[src/rtl/rhl_pkg.sv]
`timescale 1ns / 1ps
// ----------------------------------------------------------------------------
// rhl_pkg: shared constants and types for the header repair block
// Holds the header geometry, the logo table and the ring access request type.
// ----------------------------------------------------------------------------
package rhl_pkg;

    // Header geometry and repair positions.
    localparam logic [7:0] HEADER_LEN     = 8'd192;
    localparam logic [7:0] LOGO_CMP_START = 8'd4;
    localparam logic [7:0] LOGO_CMP_END   = 8'h9c;
    localparam logic [7:0] LOGO_FIX_END   = 8'ha0;
    localparam logic [7:0] COMP_POS       = 8'hbd;
    localparam logic [7:0] COMP_BIAS      = 8'h19;
    localparam logic [7:0] COMP_SUM_START = 8'ha0;

    // Ring geometry.
    localparam int unsigned RING_AW = 8;

    // Configuration register index (byte address bit 2).
    localparam logic REG_REPAIR_ENABLE = 1'b0;

    // Request kinds carried in tuser.
    localparam logic REQ_DATA  = 1'b0;
    localparam logic REQ_FLUSH = 1'b1;

    typedef struct packed {
        logic               wr_en;
        logic [RING_AW-1:0] wr_addr;
        logic [7:0]         wr_data;
        logic               rd_en;
        logic [RING_AW-1:0] rd_addr;
    } t_ring_req;

    localparam logic [7:0] LOGO_TABLE [0:159] = '{
        8'd46,  8'd0,   8'd0,   8'd234, 8'd36,  8'd255, 8'd174, 8'd81,
        8'd105, 8'd154, 8'd162, 8'd33,  8'd61,  8'd132, 8'd130, 8'd10,
        8'd132, 8'd228, 8'd9,   8'd173, 8'd17,  8'd36,  8'd139, 8'd152,
        8'd192, 8'd129, 8'd127, 8'd33,  8'd163, 8'd82,  8'd190, 8'd25,
        8'd147, 8'd9,   8'd206, 8'd32,  8'd16,  8'd70,  8'd74,  8'd74,
        8'd248, 8'd39,  8'd49,  8'd236, 8'd88,  8'd199, 8'd232, 8'd51,
        8'd130, 8'd227, 8'd206, 8'd191, 8'd133, 8'd244, 8'd223, 8'd148,
        8'd206, 8'd75,  8'd9,   8'd193, 8'd148, 8'd86,  8'd138, 8'd192,
        8'd19,  8'd114, 8'd167, 8'd252, 8'd159, 8'd132, 8'd77,  8'd115,
        8'd163, 8'd202, 8'd154, 8'd97,  8'd88,  8'd151, 8'd163, 8'd39,
        8'd252, 8'd3,   8'd152, 8'd118, 8'd35,  8'd29,  8'd199, 8'd97,
        8'd3,   8'd4,   8'd174, 8'd86,  8'd191, 8'd56,  8'd132, 8'd0,
        8'd64,  8'd167, 8'd14,  8'd253, 8'd255, 8'd82,  8'd254, 8'd3,
        8'd111, 8'd149, 8'd48,  8'd241, 8'd151, 8'd251, 8'd192, 8'd133,
        8'd96,  8'd214, 8'd128, 8'd37,  8'd169, 8'd99,  8'd190, 8'd3,
        8'd1,   8'd78,  8'd56,  8'd226, 8'd249, 8'd162, 8'd52,  8'd255,
        8'd187, 8'd62,  8'd3,   8'd68,  8'd120, 8'd0,   8'd144, 8'd203,
        8'd136, 8'd17,  8'd58,  8'd148, 8'd101, 8'd192, 8'd124, 8'd99,
        8'd135, 8'd240, 8'd60,  8'd175, 8'd214, 8'd37,  8'd228, 8'd139,
        8'd56,  8'd10,  8'd172, 8'd114, 8'd33,  8'd212, 8'd248, 8'd7
    };

    // Logo byte at a header position; positions past the table read as zero.
    function automatic logic [7:0] logo_byte(input logic [7:0] pos);
        logic [7:0] val;
        val = 8'd0;
        if (pos < LOGO_FIX_END) begin
            val = LOGO_TABLE[pos];
        end
        return val;
    endfunction

endpackage

[src/rtl/rhl_ring.sv]
`timescale 1ns / 1ps
// ----------------------------------------------------------------------------
// rhl_ring: header delay ring
// A 192 x 8 memory with one write port and one registered read port.
// A read and a write to the same slot in one cycle return the old byte.
// ----------------------------------------------------------------------------
module rhl_ring
    import rhl_pkg::*;
(
    input  logic       i_clk,
    input  t_ring_req  i_req,
    output logic [7:0] o_rd_data
);

    logic [7:0] r_mem [0:191];
    logic [7:0] r_rd_data;

    always_ff @(posedge i_clk) begin
        if (i_req.rd_en) begin
            r_rd_data <= r_mem[i_req.rd_addr];
        end
        if (i_req.wr_en) begin
            r_mem[i_req.wr_addr] <= i_req.wr_data;
        end
    end

    assign o_rd_data = r_rd_data;

endmodule

[src/rtl/rom_header_logo_and_complement_fix.sv]
`timescale 1ns / 1ps
// ----------------------------------------------------------------------------
// rom_header_logo_and_complement_fix: cartridge header repair stage
// Pipeline: a result is registered in stage 1, with the ring read register,
//   then in the output register before it leaves on the master side.
// Throughput: one input transfer per cycle while stage 1 is not held by a
//   stall; one ring read and one ring write port, at most one each per item.
// Reset (synchronous, active low) empties the ring and pipeline and sets
//   repair_enable to 1. Ring contents are not cleared; no slot is read
//   before it is written.
// ----------------------------------------------------------------------------
module rom_header_logo_and_complement_fix
    import rhl_pkg::*;
(
    input  logic        i_clk,
    input  logic        i_rst_n,
    // Input stream.
    input  logic        s_axis_tvalid,
    output logic        s_axis_tready,
    input  logic [7:0]  s_axis_tdata,   // [7:0] data_byte
    input  logic [0:0]  s_axis_tuser,   // [0] req_type
    // Output stream.
    output logic        m_axis_tvalid,
    input  logic        m_axis_tready,
    output logic [7:0]  m_axis_tdata,   // [7:0] out_byte
    output logic        m_axis_tlast,
    output logic [0:0]  m_axis_tuser,   // [0] too_short
    // Configuration port.
    input  logic        psel,
    input  logic        penable,
    input  logic        pwrite,
    input  logic [2:0]  paddr,
    input  logic [31:0] pwdata,
    output logic [31:0] prdata,
    output logic        pready
);

    // Configuration register.
    logic r_repair_en;

    // Header tracking state.
    logic [7:0] r_wr_slot,  n_wr_slot;
    logic [7:0] r_held,     n_held;
    logic [7:0] r_received, n_received;
    logic [7:0] r_emitted,  n_emitted;
    logic       r_mismatch, n_mismatch;
    logic [7:0] r_sum,      n_sum;

    // Stage 1: result waiting for the ring read data.
    logic       r_s1_valid;
    logic       r_s1_use_mem, n_s1_use_mem;
    logic [7:0] r_s1_byte,    n_s1_byte;
    logic       r_s1_last,    n_s1_last;
    logic       r_s1_short,   n_s1_short;
    logic       n_has_result;

    // Output register.
    logic       r_out_valid;
    logic [7:0] r_out_byte;
    logic       r_out_last;
    logic       r_out_short;

    logic       out_free;
    logic       in_accept;
    logic       is_flush;
    logic [7:0] oldest_slot;
    logic [7:0] next_slot;
    logic       fix_sel;
    logic [7:0] fix_val;
    logic       note_hit;
    logic [7:0] ring_rd_data;
    t_ring_req  ring_req;
    logic       cfg_write;

    // ------------------------------------------------------------------------
    // Configuration port. Register 0 sits at byte address 0; bit 2 of the
    // address selects the register, so anything at address 4 and up misses.
    // ------------------------------------------------------------------------
    assign pready    = 1'b1;
    assign cfg_write = psel && penable && pwrite && pready;
    assign prdata    = (paddr[2] == REG_REPAIR_ENABLE) ? {31'd0, r_repair_en} : 32'd0;

    always_ff @(posedge i_clk) begin
        if (!i_rst_n) begin
            r_repair_en <= 1'b1;
        end else if (cfg_write && (paddr[2] == REG_REPAIR_ENABLE)) begin
            r_repair_en <= pwdata[0];
        end
    end

    // ------------------------------------------------------------------------
    // Handshake. Stage 1 moves into the output register whenever that
    // register is empty or being drained, so a new item is taken even while
    // a finished result still waits on the master side.
    // ------------------------------------------------------------------------
    assign out_free      = !r_out_valid || m_axis_tready;
    assign s_axis_tready = !r_s1_valid || out_free;
    assign in_accept     = s_axis_tvalid && s_axis_tready;
    assign is_flush      = (s_axis_tuser[0] == REQ_FLUSH);

    // The oldest held byte sits held_count slots behind the write slot.
    always_comb begin
        if (r_wr_slot >= r_held) begin
            oldest_slot = r_wr_slot - r_held;
        end else begin
            oldest_slot = 8'({1'b0, r_wr_slot} + {1'b0, HEADER_LEN} - {1'b0, r_held});
        end
    end

    assign next_slot = (r_wr_slot == HEADER_LEN - 8'd1) ? 8'd0 : r_wr_slot + 8'd1;

    // Repair of the byte that leaves next, decided from its position. The
    // logo and the checksum are settled long before any header byte leaves,
    // so the replacement can be chosen here and the ring data muxed later.
    always_comb begin
        fix_sel = 1'b0;
        fix_val = 8'd0;
        if (r_repair_en) begin
            if (r_mismatch && (r_emitted >= LOGO_CMP_START) && (r_emitted < LOGO_FIX_END)) begin
                fix_sel = 1'b1;
                fix_val = logo_byte(r_emitted);
            end else if (r_emitted == COMP_POS) begin
                fix_sel = 1'b1;
                fix_val = 8'd0 - COMP_BIAS - r_sum;
            end
        end
    end

    assign note_hit = (r_received < HEADER_LEN);

    // ------------------------------------------------------------------------
    // Per-item control: state update, ring access and stage 1 result.
    // ------------------------------------------------------------------------
    always_comb begin
        n_wr_slot    = r_wr_slot;
        n_held       = r_held;
        n_received   = r_received;
        n_emitted    = r_emitted;
        n_mismatch   = r_mismatch;
        n_sum        = r_sum;
        n_has_result = 1'b0;
        n_s1_use_mem = 1'b0;
        n_s1_byte    = s_axis_tdata;
        n_s1_last    = 1'b0;
        n_s1_short   = 1'b0;
        ring_req     = '0;
        ring_req.wr_addr = r_wr_slot;
        ring_req.wr_data = s_axis_tdata;
        ring_req.rd_addr = oldest_slot;

        if (in_accept) begin
            if (!is_flush) begin
                if (!r_repair_en) begin
                    // Pass-through: the byte leaves as it came.
                    n_has_result = 1'b1;
                end else begin
                    if (r_held == HEADER_LEN) begin
                        // Ring full: the oldest byte is pushed out.
                        ring_req.rd_en = 1'b1;
                        n_has_result   = 1'b1;
                        n_s1_use_mem   = !fix_sel;
                        n_s1_byte      = fix_val;
                        if (r_emitted < HEADER_LEN) begin
                            n_emitted = r_emitted + 8'd1;
                        end
                    end else begin
                        n_held = r_held + 8'd1;
                    end
                    if (note_hit) begin
                        if ((r_received >= LOGO_CMP_START) && (r_received < LOGO_CMP_END)
                            && (s_axis_tdata != logo_byte(r_received))) begin
                            n_mismatch = 1'b1;
                        end
                        if ((r_received >= COMP_SUM_START) && (r_received < COMP_POS)) begin
                            n_sum = r_sum + s_axis_tdata;
                        end
                        n_received = r_received + 8'd1;
                    end
                    ring_req.wr_en = 1'b1;
                    n_wr_slot      = next_slot;
                end
            end else if (r_repair_en && note_hit) begin
                // Image ended before the whole header arrived.
                n_has_result = 1'b1;
                n_s1_byte    = 8'd0;
                n_s1_last    = 1'b1;
                n_s1_short   = 1'b1;
                n_wr_slot    = 8'd0;
                n_held       = 8'd0;
                n_received   = 8'd0;
                n_emitted    = 8'd0;
                n_mismatch   = 1'b0;
                n_sum        = 8'd0;
            end else if (r_held != 8'd0) begin
                // Drain one held byte.
                ring_req.rd_en = 1'b1;
                n_has_result   = 1'b1;
                n_s1_use_mem   = !fix_sel;
                n_s1_byte      = fix_val;
                n_held         = r_held - 8'd1;
                if (r_emitted < HEADER_LEN) begin
                    n_emitted = r_emitted + 8'd1;
                end
                if (r_held == 8'd1) begin
                    // Last byte of the image: start over for the next one.
                    n_s1_last  = 1'b1;
                    n_wr_slot  = 8'd0;
                    n_held     = 8'd0;
                    n_received = 8'd0;
                    n_emitted  = 8'd0;
                    n_mismatch = 1'b0;
                    n_sum      = 8'd0;
                end
            end
        end
    end

    rhl_ring u_ring (
        .i_clk     (i_clk),
        .i_req     (ring_req),
        .o_rd_data (ring_rd_data)
    );

    always_ff @(posedge i_clk) begin
        if (!i_rst_n) begin
            r_wr_slot  <= 8'd0;
            r_held     <= 8'd0;
            r_received <= 8'd0;
            r_emitted  <= 8'd0;
            r_mismatch <= 1'b0;
            r_sum      <= 8'd0;
            r_s1_valid <= 1'b0;
        end else begin
            r_wr_slot  <= n_wr_slot;
            r_held     <= n_held;
            r_received <= n_received;
            r_emitted  <= n_emitted;
            r_mismatch <= n_mismatch;
            r_sum      <= n_sum;
            if (s_axis_tready) begin
                r_s1_valid <= in_accept && n_has_result;
            end
        end
    end

    // Stage 1 payload only changes when a new item enters.
    always_ff @(posedge i_clk) begin
        if (in_accept) begin
            r_s1_use_mem <= n_s1_use_mem;
            r_s1_byte    <= n_s1_byte;
            r_s1_last    <= n_s1_last;
            r_s1_short   <= n_s1_short;
        end
    end

    // ------------------------------------------------------------------------
    // Output register: picks the ring byte or the prepared byte.
    // ------------------------------------------------------------------------
    always_ff @(posedge i_clk) begin
        if (!i_rst_n) begin
            r_out_valid <= 1'b0;
        end else if (out_free) begin
            r_out_valid <= r_s1_valid;
        end
    end

    always_ff @(posedge i_clk) begin
        if (out_free && r_s1_valid) begin
            r_out_byte  <= r_s1_use_mem ? ring_rd_data : r_s1_byte;
            r_out_last  <= r_s1_last;
            r_out_short <= r_s1_short;
        end
    end

    assign m_axis_tvalid   = r_out_valid;
    assign m_axis_tdata    = r_out_byte;
    assign m_axis_tlast    = r_out_last;
    assign m_axis_tuser[0] = r_out_short;

endmodule

[config.mk]
export PLATFORM = sky130hd
export DESIGN_NAME = rom_header_logo_and_complement_fix
export DESIGN_NICKNAME = d
export VERILOG_FILES = /design/src/rtl/rhl_pkg.sv /design/src/rtl/rhl_ring.sv /design/src/rtl/rom_header_logo_and_complement_fix.sv
export SDC_FILE = /design/constraint.sdc
export NUM_CORES = 2
export LEC_CHECK = 0
export CORE_ASPECT_RATIO = 0.8
export CORE_MARGIN = 1.5
export CORE_UTILIZATION = 41
export CTS_CLUSTER_DIAMETER = 50
export CTS_CLUSTER_SIZE = 8
export DETAILED_ROUTE_END_ITERATION = 6
export DONT_BUFFER_PORTS = 1
export PLACE_DENSITY = 0.68
export SKIP_LAST_GASP = 1
export SLEW_MARGIN = 15
export SYNTH_ARGS = -nofsm -noshare
export SYNTH_HDL_FRONTEND = slang
export SYNTH_HIERARCHICAL = 1
export SYNTH_SLANG_ARGS = --single-unit
[constraint.sdc]
create_clock -name i_clk -period 4.1 [get_ports i_clk]
set_clock_uncertainty 0.15 [all_clocks]
set_input_delay 0.615 -clock i_clk [delete_from_list [all_inputs] [get_ports i_clk]]
set_output_delay 0.615 -clock i_clk [all_outputs]
set_load 0.01 [all_outputs]
==> results.sh <==
export IMPL_drive_gt1_frac=0.2588
export IMPL_min_path_cells=3
export IMPL_dp_cells=6371
export IMPL_muxShareOfSynthArea=0.1411
export IMPL_max_cap_viol_count=0
export IMPL_gr_total_overflow=0
export IMPL_area_growth_pct=17.09
export IMPL_root_buffer="clkbuf_16"
export IMPL_synth_cell_type_count=96
export IMPL_cts_sinks=1609
export IMPL_grt_max_degree=194
export IMPL_fin_util=0.4848
export IMPL_violations="negative setup slack"
export IMPL_ys_top_cells_by_count="edfxtp_1 (1,565), mux4_2 (361), nor2_1 (337)"
export IMPL_fin_tns_setup_ns=-0.1547
export IMPL_crit_type="flip-flop to flip-flop"
export IMPL_io_pin_count=96
export IMPL_p_clk_frac=0.389
export IMPL_ant_nets=0
export IMPL_ys_flop_type="edfxtp_1"
export IMPL_vias_per_cell=6.058
export IMPL_die_y_um=370.7
export IMPL_port_buffer_count=0
export IMPL_finalNonFillerCells=6705
export IMPL_synth_edf_count=1565
export IMPL_rr_endpoint="u_ring/o_rd_data[3]"
export IMPL_min_from="s_axis_tdata[1]"
export IMPL_ys_seq_area_frac=0.6911
export IMPL_clk_pin_slew_ns=0.05
export IMPL_combPwrFrac=0.171
export IMPL_synth_async_reset_ratio=0
export IMPL_crit_path_start_kind="flip-flop"
export IMPL_critPathArrivalTime_ns=4.58
export IMPL_clk_latency_ns=0.83
export IMPL_htree_num_levels=4
export IMPL_grt_util_all_layers=0.2206
export IMPL_powerDensity_nw_per_um2=508.8
export IMPL_antenna_found_initial=17
export IMPL_rows=134
export IMPL_synth_compound_area_frac=0.06475
export IMPL_drt_wl_total_um=192200
export IMPL_synth_top_area_share=0.6784
export IMPL_wl_per_cell_um=28.66
export IMPL_power_leakage_nw=25.64
export IMPL_holdPathEnd="r_sum[1]"
export IMPL_setup_viol=4
export IMPL_yosys_warnings=6
export IMPL_grt_pass1_vias=39206
export IMPL_synth_most_common_cell="edfxtp_1"
export IMPL_synth_xor_area_frac=0.005563
export IMPL_p_sw_frac=0.2522
export IMPL_finalHoldViolations=0
export IMPL_finalCritPeriodShare=1.017
export IMPL_core_area_um2=167300
export IMPL_final_max_slew_viol_count=0
export IMPL_pre_cts_ws_ns=-0.3725
export IMPL_synth_cells=4088
export IMPL_p_int_mw=30.86
export IMPL_syn_avg_cell_area_um2=16.95
export IMPL_synth_top_family_by_area="multiplexers"
export IMPL_cts_tree="built"
export IMPL_fin_nets=4541
export IMPL_clockBufferDepth=3
export IMPL_ir_worst_vdd_uv=519.2
export IMPL_postLayoutSetupSlackWorst_ns=-0.07115
export IMPL_max_slew_margin_rel=0.1681
export IMPL_min_path_type="input pin to flip-flop"
export IMPL_route_detailed_drc=0
export IMPL_run_status="finished with violations"
export IMPL_worstPathMaxFanout=13
export IMPL_cp_required_ns=4.50
export IMPL_first_iter_violations=5716
export IMPL_rr_worst_depth=22
export IMPL_reg2reg_from="r_wr_slot[0]"
export IMPL_r2r_slack_ns=-0.07
export IMPL_vias=40620
export IMPL_synth_simple_area_share=0.05637
export IMPL_dieArea_um2=171500
export IMPL_worst_setup_path_end_kind="flip-flop"
export IMPL_die_w_um=462.6
export IMPL_drt_first_pass_iters=5
export IMPL_ys_ff_latch=1609
export IMPL_hold_slack_ns=0.04883
export IMPL_synth_area_leader_cell="edfxtp_1"
export IMPL_switchingPower_mw=10.41
export IMPL_rsz0062_at_grt="yes"
export IMPL_period_minus_slack_ns=4.171
export IMPL_synthTopCellsByArea="edfxtp_1 (68%), mux4_2 (12%), mux2i_1 (2.1%), nor2_1 (1.8%), dfxtp_1 (1.3%)"
export IMPL_grt_first_pass_wirelength_um=276400
export IMPL_tightest_slew_ns=1.248
export IMPL_hpwl_um=110600
export IMPL_start_util=0.4140
export IMPL_fmax_mhz=239.7
export IMPL_sequentialPowerShare=0.440
export IMPL_nFillCells=13682
export IMPL_cts_made_buffers=221
export IMPL_synthAdderAreaFrac=0.01423
export IMPL_synthesis_area_um2=69270
export IMPL_gp_congestion=0.9332
==> cell families (layout without fill, tap and decap cells) <==
| family | count (synthesis) | in the layout |
|---|---|---|
| simple gates | 832 | 832 |
| flops | 1609 | 1609 |
| xor+xnor | 44 | 44 |
| buf+inv | 354 | 691 |
| mux | 523 | 523 |
| compound gates | 650 | 650 |
| other cells | 2 | 38 |
| fa+ha+maj | 74 | 74 |
==> cell usage in the layout (no fill, tap or decap), types with 17 or more instances in the layout <==
cell type,Yosys,layout
and2_1,19,19
clkbuf_1,130,20
a22oi_2,0,25
xnor2_1,30,30
conb_1,2,32
o21ai_0,118,113
mux2i_1,143,139
nor2_1,337,333
o22ai_1,35,31
a211oi_1,25,25
nand3_1,70,69
mux2_2,19,19
buf_6,23,17
nand2_1,168,161
o211ai_1,32,32
clkbuf_16,0,228
a21oi_1,109,91
nor3_1,55,46
ha_1,66,64
a31oi_1,31,30
nand4_1,18,18
buf_12,0,38
nor2b_1,64,62
a22oi_1,64,39
inv_1,53,48
o31ai_1,20,17
o221ai_1,43,28
nand2b_1,33,31
dfxtp_1,44,34
buf_4,50,280
edfxtp_1,1565,1565
mux4_2,361,361
buf_16,0,17
==> worst max-delay path by stage <==
stage / start / cells past startpoint / end
after detailed placement: r_wr_slot[0] / 19 / u_ring/o_rd_data[1]
after floorplan: r_held[2] / 19 / u_ring/o_rd_data[0]
after CTS: r_held[1] / 17 / u_ring/o_rd_data[0]
after global placement: r_wr_slot[0] / 19 / u_ring/o_rd_data[1]
final: r_wr_slot[0] / 22 / u_ring/o_rd_data[3]
after global routing: r_wr_slot[0] / 23 / u_ring/o_rd_data[3]
==> routing by layer <==
layer | up-vias | share of wire | GRT usage
met5 | - | 0.00060 | 0
met2 | 2358 | 0.43 | 0.3107
met1 | 20951 | 0.42 | 0.3230
met3 | 269 | 0.13 | 0.07723
met4 | 18 | 0.021 | 0.06079
li1 | 17024 | - | -
==> state kept, by name, indices dropped and copies added, names as in the netlist, 8 cells and up <==
register,count
m_axis_tdata,8
r_emitted,8
r_held,8
r_received,8
r_s1_byte,8
r_sum,8
r_wr_slot,8
u_ring/o_rd_data,8
u_ring/r_mem,1536
==> worst max-delay path: stages, from the launching register on <==
cell      delay [ns]
dfxtp_2         0.33
inv_2           0.04
ha_4            0.15
fa_2            0.34
o21ai_2         0.18
nand3_1         0.09
nand2_1         0.11
a211o_1         0.19
a21oi_4         0.10
buf_6           0.13
buf_6           0.10
o21ai_4         0.16
buf_12          0.15
buf_12          0.16
buf_4           0.13
nor2_2          0.05
buf_12          0.16
buf_4           0.16
a22oi_2         0.20
a21boi_0        0.15
buf_4           0.17
a221oi_2        0.38
o31ai_2         0.10
==> final cells by class <==
| type | instances | area, um2 | area share |
|---|---|---|---|
| inverters | 57 | 237.7 | 0.002931 |
| well taps | 2244 | 2808 | 0.03461 |
| clock buffers | 246 | 5708 | 0.07037 |
| repair buffers | 372 | 3837 | 0.04731 |
| clock inverters | 16 | 187.7 | 0.002314 |
| flip-flops and latches | 1609 | 47890 | 0.5904 |
| diodes | 6 | 15.01 | 0.0001851 |
| multi-input cells | 2155 | 20430 | 0.2519 |
==> what timing repair did <==
action	CTS	global route
cloned	10	3
endpoints found under the hold margin	1575	0
hold buffers	20	0
resized for setup	88	107
setup buffers	17	20
setup endpoints to repair	8	8
pin swaps	31	53
==> power by group through the flow <==
stage               Clock (mW)  Sequential [mW]  Combinational (mW)
floorplan                    0             18.4                3.53
global placement             0             18.4                5.69
detailed placement           0             18.4                5.73
CTS                       16.3             18.1                6.59
global route              17.0             18.1                7.35
finish                    16.1             18.1                7.05
==> through the flow <==
| stage | power, mW | cell area, um2 |
|---|---|---|
| after floorplan | 21.97 | 69400 |
| after global placement | 24.13 | 73330 |
| after detailed placement | 24.17 | 73330 |
| after CTS | 41.00 | 80440 |
| after global routing | 42.45 | 81100 |
| final | 41.27 | 81110 |
No activity file was read; power rests on OpenSTA's default activity.
